$ cat config.mk
export PLATFORM = sky130hd
export DESIGN_NAME = dbe_cell
export DESIGN_NICKNAME = d
export VERILOG_FILES = /design/src/hdl/dbe_pkg.sv /design/src/hdl/dbe_cell.sv
export SDC_FILE = /design/constraint.sdc
export NUM_CORES = 1
export LEC_CHECK = 0
export BUFFER_PORTS_ARGS = -buffer_cell sky130_fd_sc_hd__buf_2
export CORE_ASPECT_RATIO = 0.7
export CORE_MARGIN = 3
export CORE_UTILIZATION = 42
export DETAILED_ROUTE_END_ITERATION = 10
export PLACE_DENSITY = 0.8
export SLEW_MARGIN = 20
export SYNTH_ARGS = -nofsm -noshare
export SYNTH_HDL_FRONTEND = slang
export SYNTH_SLANG_ARGS = --single-unit
$ cat constraint.sdc
create_clock -name clk -period 2.6 [get_ports clk]
set_input_delay 0.26 -clock clk [delete_from_list [all_inputs] [get_ports clk]]
set_output_delay 0.26 -clock clk [all_outputs]
set_load 0.05 [all_outputs]
$ cat src/hdl/dbe_pkg.sv
`timescale 1ns / 1ps
// ----------------------------------------------------------------------------
// dbe_pkg
// Shared types and constants of the deque/bag engine: op and status codes,
// field widths of the request and response beats, and cell control.
// ----------------------------------------------------------------------------
package dbe_pkg;

	// fixed field widths of the channel payloads
	localparam int OP_W     = 3;
	localparam int DATA_W   = 32;
	localparam int STATUS_W = 2;
	localparam int COUNT_W  = 5;

	// defaults for the top-level parameters
	localparam int DEF_DEPTH       = 16;
	localparam int DEF_VALUE_WIDTH = 32;

	typedef enum logic [OP_W-1:0] {
		OP_PUSH_FRONT = 3'd0,
		OP_PUSH_BACK  = 3'd1,
		OP_POP_FRONT  = 3'd2,
		OP_POP_BACK   = 3'd3,
		OP_CONTAINS   = 3'd4,
		OP_REMOVE     = 3'd5
	} op_t;

	typedef enum logic [STATUS_W-1:0] {
		ST_OK    = 2'd0,
		ST_FULL  = 2'd1,
		ST_EMPTY = 2'd2
	} status_t;

	// broadcast to every cell; at most one update strobe high in a cycle
	typedef struct packed {
		logic compare;     // latch the match flag against the key
		logic push_front;  // shift toward the back, key enters cell 0
		logic push_back;   // first free cell takes the key
		logic pop_front;   // shift toward the front
		logic pop_back;    // last occupied cell frees itself
		logic remove;      // shift toward the front from the first match on
	} cell_ctrl_t;

endpackage

$ cat src/hdl/dbe_cell.sv
`timescale 1ns / 1ps
// ----------------------------------------------------------------------------
// dbe_cell
// One slot of the deque. Holds a value and an occupied bit, compares against
// the broadcast key and shifts to or from its neighbors.
// ----------------------------------------------------------------------------
module dbe_cell
	import dbe_pkg::*;
#(
	parameter int VALUE_WIDTH = DEF_VALUE_WIDTH
) (
	input  logic                   clk,
	input  logic                   arst_n,
	input  cell_ctrl_t             ctrl,
	input  logic [VALUE_WIDTH-1:0] key,
	input  logic [VALUE_WIDTH-1:0] left_value,
	input  logic                   left_occ,
	input  logic [VALUE_WIDTH-1:0] right_value,
	input  logic                   right_occ,
	input  logic                   seen_in,
	output logic [VALUE_WIDTH-1:0] value,
	output logic                   occ,
	output logic                   seen_out
);

	logic [VALUE_WIDTH-1:0] value_q;
	logic                   occ_q;
	logic                   match_q;
	logic                   shift_l;
	logic                   shift_r;
	logic                   fill;

	// first-match chain: set from the matching cell toward the back
	assign seen_out = seen_in | match_q;

	assign shift_r = ctrl.push_front;
	assign shift_l = ctrl.pop_front | (ctrl.remove & seen_out);
	assign fill    = ctrl.push_back & left_occ & ~occ_q;

	// occupancy and match flag
	always_ff @(posedge clk or negedge arst_n) begin
		if (!arst_n) begin
			occ_q   <= 1'b0;
			match_q <= 1'b0;
		end else begin
			if (ctrl.compare)
				match_q <= occ_q && (value_q == key);
			priority if (shift_r)
				occ_q <= left_occ;
			else if (shift_l)
				occ_q <= right_occ;
			else if (fill)
				occ_q <= 1'b1;
			else if (ctrl.pop_back)
				occ_q <= occ_q & right_occ;
		end
	end

	// stored value, no reset
	always_ff @(posedge clk) begin
		priority if (shift_r)
			value_q <= left_value;
		else if (shift_l)
			value_q <= right_value;
		else if (fill)
			value_q <= key;
	end

	assign value = value_q;
	assign occ   = occ_q;

endmodule
==> flow_summary_export.csv, run 1 <==
group,metric,value,unit
synth,yosysSeqAreaShare,48.0,%
run_status,status,"complete, no violations",
sta,min_period,2.07,ns
critical_path,path_buf_inv,0,
sta,timing.hold.ws,0.187,ns
final_layout,ff_latch_area,1010,um2
detailed_routing,drt_iter0_drc,86,
final_layout,nFillCells,397,
detailed_routing,wl_per_cell,14.7,um
global_route,grt-ovfl-total,0,
critical_path,cpMaxStageDelayCell,"or3_4",
final_layout,multi_input_area,1050,um2
synth,synth_cell_type_count,25,
sta,fmax,484,MHz
worst_hold_path,min_path_cells,2,
synth,synth-seq-cells,34,
critical_path,slowest_delay,0.58,ns
final_layout,antennaDiodeCount,0,
pwr,p_per_area,546,nW/um2
floorplan,core,4580,um2
critical_path,crit_fanout,33,
critical_path,required,2.76,ns
final_layout,postLayoutCellArea,2960,um2
pwr,p_seq_share,43.8,%
detailed_routing,first_pass_iters,4,
clock_tree,clk_path_buf_depth,2,
pwr,peakVddDrop,0.000324,V
critical_path,cp-end-kind,"register",
detailed_routing,drc,0,
detailed_routing,ant_nets,0,
synth,synth_cells,197,
run,max_cap_viol_count,0,
global_route,grt_max_degree,67,
floorplan,rows,20,
pwr,fin_total_pwr,1.62,mW
critical_path,path_cells,"or2_4, a21o_1, or3_4, nor2_2, mux2_1",
placed_design,dp_hpwl,4710,um
placed_design,gp_congestion,0.842,
floorplan,ios,141,
synth,synth.area.top_cells,"edfxtp_1 46%, mux2i_1 15%, xor2_1 8.3%, nand2_1 5.9%, xnor2_1 5.0%",
synth,syn_area,2110,um2
final_layout,final_common_cell,"buf_2",
critical_path,r2r_cells,5,
floorplan,dieWidth,90.7,um
clock_tree,insertion_delay,0.27,ns
sta,rsz0062_at_grt,"false",
sta,hold_viol,0,
synth,yosysWarningCount,0,
clock_tree,cts_root_buf,"clkbuf_8",
detailed_routing,via_per_inst,4.89,
pwr,cellInternalPower,1.04,mW
clock_tree,cts.clk_slew.worst_paths,0.07,ns
placed_design,dpl_cell_area,2880,um2
final_layout,fin_nets,444,
sta,fin_setup_tns,0,ns
floorplan,die_area,5920,um2
critical_path,worstSetupPathType,"register to register",
sta,tightest_slew,0.574,ns
global_route,grt_pass1_vias,1925,
synth,syn_nets,304,
final_layout,drive_gt1_share,45.1,%
detailed_routing,drt-total-wl,5940,um
final_layout,final_cell_mix,"140 x buf_2, 33 x nand2_1, 32 x mux2i_1, 32 x edfxtp_1, 20 x xor2_1",
clock_tree,cts.sinks,34,
floorplan,start_util,46.0,%
pwr,switching_share,35.6,%
critical_path,worst-path-stages,5,
sta,setup-violations-final,0,
clock_tree,numCtsBuffers,5,
detailed_routing,num_vias,1969,
global_route,antenna_found_initial,0,
synth,yosysTopAreaCell,"edfxtp_1",
critical_path,startpoint_type,"register",
final_layout,syn_to_final_growth,40.6,%
clock_tree,cts_tree,"done",
placed_design,io_buffer_count,140,
synth,syn_avg_cell_area,10.7,um2
clock_tree,cts_max_level,2,
global_route,grt_pass1_wl,9420,um
synth,synth_top_cell_area_share,45.6,%
clock_tree,postCtsSetupBuffers,0,
pwr,pwr-share-clk,22.0,%
floorplan,fp.dieH,65.3,um
global_route,grt_usage,20.5,%
pwr,pwr-share-comb,34.2,%
critical_path,crit_family,"simple AND/OR/NAND/NOR gates",
sta,fin_skew,0.00437,ns
sta,worst_slew_margin_rel,61.7,%
sta,drv_slew,0,
pwr,p_sw,576,uW
worst_hold_path,hp-class,"primary input to register",
critical_path,crit_arrival,2.23,ns
sta,post-route-period-util,79.5,%
pwr,p_leak,1.40,nW
final timing paths:
path	from	to	slack, ns
worst min register to register	match_q	match_q	0.57
max in group asynchronous	arst_n	match_q	2.20
worst min-delay path	ctrl[5]	match_q	0.19
worst max register to register	match_q	occ	0.53
worst max-delay path	match_q	occ	0.53
min in group asynchronous	arst_n	occ	0.30
registers in the layout (all words and copies together) (netlist names):
name / cells
value: 32
match_q: 1
occ: 1
logic make-up after synthesis:
family / after synthesis / share of synthesized area (%)
AND/OR/NAND/NOR: 49 / 10.9
AO/OA/AOI/OAI: 38 / 9.67
flip-flops: 34 / 48.0
multiplexers: 33 / 15.7
XOR/XNOR: 32 / 13.3
buffers and inverters: 11 / 2.49
routing by layer:
layer  share of wire [%]  global-route usage, %
met5                   0                      0
met4                0.71                   5.15
met3                  10                   7.67
met1                  43                   25.3
met2                  46                   34.3
power by group through the flow:
stage               sequential, mW  clock [mW]  combinational [mW]
floorplan                    0.915           0               0.166
global placement             0.718           0               0.548
detailed placement           0.719           0               0.555
CTS                          0.709       0.368               0.559
global route                 0.718       0.392               0.595
finish                       0.709       0.356               0.554
per-stage QoR:
stage / worst slack, ns / cells / utilization [%]
6_report: 0.534 / 403 / 64.7
5_1_grt: 0.465 / 403 / 64.7
3_3_place_gp: 0.606 / 395 / 62.8
3_5_place_dp: 0.534 / 395 / 62.8
4_1_cts: 0.520 / 403 / 64.7
2_1_floorplan: 0.597 / 197 / -
final cells by class:
class                           instances  area share [%]
Clock buffer                            7            2.57
Sequential cell                        34            34.1
Timing Repair Buffer                  143            24.9
Tap cell                               66            2.79
Inverter                                1           0.127
Multi-Input combinational cell        152            35.5
cells in the mapped netlist:
cell and number:
a21oi_2 1, a21oi_1 2, nor2_2 1, mux2i_1 32, edfxtp_1 32, nand3_1 1, a21o_1 1, nand4_1 4
or4_1 1, inv_1 1, clkbuf_1 7, or3_4 1, nor2_1 1, xor2_1 20, mux2_1 1, dfrtp_1 2
nor4_1 5, xnor2_1 12, buf_4 3, nand2_1 33, o21ai_0 16, o22ai_2 1, o21ai_1 17, or2_4 1
nor2b_1 1
repair_timing:
item                                   in CTS  in global routing
gates resized for setup                     0                  0
endpoints found under the hold margin       2                  0
hold buffers                                1                  0
Note: power is estimated with default switching activity, not from simulation.
==> run 2: changes to the inputs <==
- ABC_AREA: default -> 1
- CORE_UTILIZATION: 42 -> 40
- PLACE_DENSITY: 0.8 -> 0.78
- clock period: 2.6 -> 1.9 ns (I/O delays scaled with it)
==> flow_summary_export.csv, run 2 <==
group,metric,value,unit
global_route,grt_pass1_wl,11300,um
final_layout,drive_gt1_share,33.8,%
synth,synth_compound_area_share,10.1,%
clock_tree,numCtsBuffers,5,
pwr,p_leak,1.77,nW
final_layout,final_cell_mix,"140 x buf_2, 129 x nand2_1, 50 x nor2_1",
worst_hold_path,holdCritStartpoint,"ctrl[5]",
floorplan,start_util,43.4,%
critical_path,worstSetupPathType,"register to register",
detailed_routing,drt-total-wl,7020,um
synth,synth-xor-area-share,2.58,%
synth,syn_nets,450,
detailed_routing,first_pass_iters,4,
pwr,pwr-share-comb,35.0,%
sta,worst_slew_margin_rel,75.6,%
worst_hold_path,hold-path-endpoint,"match_q",
worst_hold_path,min_path_cells,4,
global_route,grt-ovfl-total,0,
critical_path,r2r_cells,6,
final_layout,largest_reg_flops,32,
final_layout,final_cells,557,
detailed_routing,wl_per_cell,12.6,um
clock_tree,cts.clk_slew.worst_paths,0.07,ns
final_layout,fin_nets,591,
pwr,fin_total_pwr,2.28,mW
detailed_routing,ant_nets,0,
global_route,grt_usage,20.0,%
pwr,switching_share,37.6,%
detailed_routing,drt_iter0_drc,109,
sta,rsz0062_at_grt,"false",
synth,synth_flop_cell,"edfxtp_1",
synth,yosysTopAreaCell,"edfxtp_1",
global_route,grt_max_degree,33,
critical_path,path_cells,"o21ai_2, nand2_4, clkinv_4, buf_4, nand2_1, a31oi_1",
floorplan,rows,22,
synth,yosysSeqAreaShare,42.5,%
final_layout,syn_to_final_growth,36.5,%
placed_design,post-place-ws,0.396,ns
critical_path,r2r_end,"value[12]",
floorplan,dieWidth,98.1,um
final_layout,fin_util,59.2,%
clock_tree,cts_tree,"done",
run_status,status,"complete, no violations",
placed_design,gp_congestion,0.893,
synth,synthMuxAreaShare,0,%
critical_path,crit_fanout,25,
synth,synth_top_cell_area_share,40.4,%
critical_path,crit_family,"buffers and inverters",
floorplan,ios,141,
sta,fmax,657,MHz
critical_path,path_buf_inv,2,
sta,post-route-period-util,80.2,%
global_route,grt_pass1_vias,2550,
clock_tree,cts_max_level,2,
synth,synth_cells,343,
critical_path,slowest_delay,0.40,ns
placed_design,dpl_cell_area,3150,um2
synth,synth-edff-count,32,
critical_path,rrSetupSlack,0.38,ns
worst_hold_path,hp-class,"primary input to register",
synth,syn_avg_cell_area,6.93,um2
synth,synthTopCellsByCount,"129 x nand2_1, 50 x nor2_1, 49 x inv_1",
pwr,pwr-share-clk,22.6,%
sta,timing.hold.ws,0.189,ns
clock_tree,clk_path_buf_depth,2,
synth,synth.most_common_cell,"nand2_1",
synth,synth-seq-cells,34,
critical_path,r2r-start,"match_q",
clock_tree,insertion_delay,0.28,ns
critical_path,cpMaxStageDelayCell,"dfrtp_1",
floorplan,fp.dieH,70.5,um
synth,synth_top_family_by_area,"simple AND/OR/NAND/NOR gates",
run,max_cap_viol_count,0,
clock_tree,cts.sinks,34,
placed_design,dpl.cell_count,548,
final_layout,antennaDiodeCount,0,
sta,fin_setup_tns,0,ns
pwr,p_seq_share,42.4,%
clock_tree,cts_resized,0,
final_layout,final_common_cell,"buf_2",
pwr,peakVddDrop,0.000324,V
critical_path,startpoint_type,"register",
pwr,cellInternalPower,1.42,mW
synth,synth.area.top_cells,"edfxtp_1 40%, nand2_1 20%, a31oi_1 8.4%, nor2_1 7.9%, inv_1 7.7%",
final_layout,nFillCells,521,
critical_path,crit_arrival,1.63,ns
floorplan,die_area,6920,um2
synth,synthArstFlopShare,5.88,%
detailed_routing,drc,0,
clock_tree,cts_root_buf,"clkbuf_8",
synth,synthSimpleGateAreaFrac,33.4,%
sta,drv_slew,0,
pwr,p_sw,857,uW
synth,syn_area,2380,um2
placed_design,io_buffer_count,140,
critical_path,cp-end-kind,"register",
pwr,p_per_area,703,nW/um2
sta,tightest_slew,0.365,ns
synth,yosysWarningCount,0,
sta,setup-violations-final,0,
final_layout,postLayoutCellArea,3240,um2
detailed_routing,num_vias,2691,
critical_path,required,2.01,ns
synth,synth_cell_type_count,20,
sta,worst_slack,0.377,ns
detailed_routing,via_per_inst,4.83,
synth,synthAdderAreaFrac,0,%
sta,fin_skew,0.00705,ns
global_route,antenna_found_initial,0,
floorplan,core,5480,um2
sta,hold_viol,0,
sta,min_period,1.52,ns
placed_design,dp_hpwl,5600,um
==> run 2: power groups by stage <==
stage          sequential, mW  clock, mW  combinational (mW)
3_3_place_gp            0.979          0               0.786
3_5_place_dp            0.984          0               0.796
4_1_cts                 0.968      0.521               0.802
2_1_floorplan            1.24          0               0.273
6_report                0.967      0.514               0.798
5_1_grt                 0.981      0.552               0.871
==> run 2: cells by family after synthesis <==
group           after synthesis
xor+xnor                      7
simple gates                200
flops                        34
buf+inv                      63
compound gates               39
==> run 2: repair_timing <==
action | CTS | global route
endpoints found under the hold margin | 2 | 0
buffers inserted | 0 | 0
hold buffers | 1 | 0
==> run 2: worst max path at each step <==
stage | start | end | slack (ns) | cells past startpoint
after floorplan | occ | value[0] | 0.10 | 3
after global placement | match_q | value[12] | 0.44 | 5
after detailed placement | match_q | value[16] | 0.40 | 5
after CTS | match_q | value[16] | 0.37 | 5
after global routing | match_q | occ | 0.29 | 7
final | match_q | value[12] | 0.38 | 6
==> run 2: tightest hold or removal path: stages <==
cell and delay (ns):
buf_2 0.11, inv_1 0.04, nand2_1 0.05, nand2_1 0.04
==> run 2: layer usage <==
metal | track usage [%] | vias to the layer above | share of wire, %
li1 | - | 1370 | -
met1 | 25.3 | 1192 | 43
met2 | 33.3 | 120 | 46
met3 | 5.59 | 9 | 9.5
met4 | 6.14 | 0 | 1.4
met5 | 0 | - | 0
==> run 2: area by class of cell <==
class / instances / area [um2] / area share (%)
Inverter: 50 / 193 / 5.94
Multi-Input combinational cell: 246 / 1100 / 33.9
Clock inverter: 2 / 10.0 / 0.309
Clock buffer: 6 / 72.6 / 2.24
Timing Repair Buffer: 147 / 768 / 23.7
Tap cell: 72 / 90.1 / 2.78
Sequential cell: 34 / 1010 / 31.2
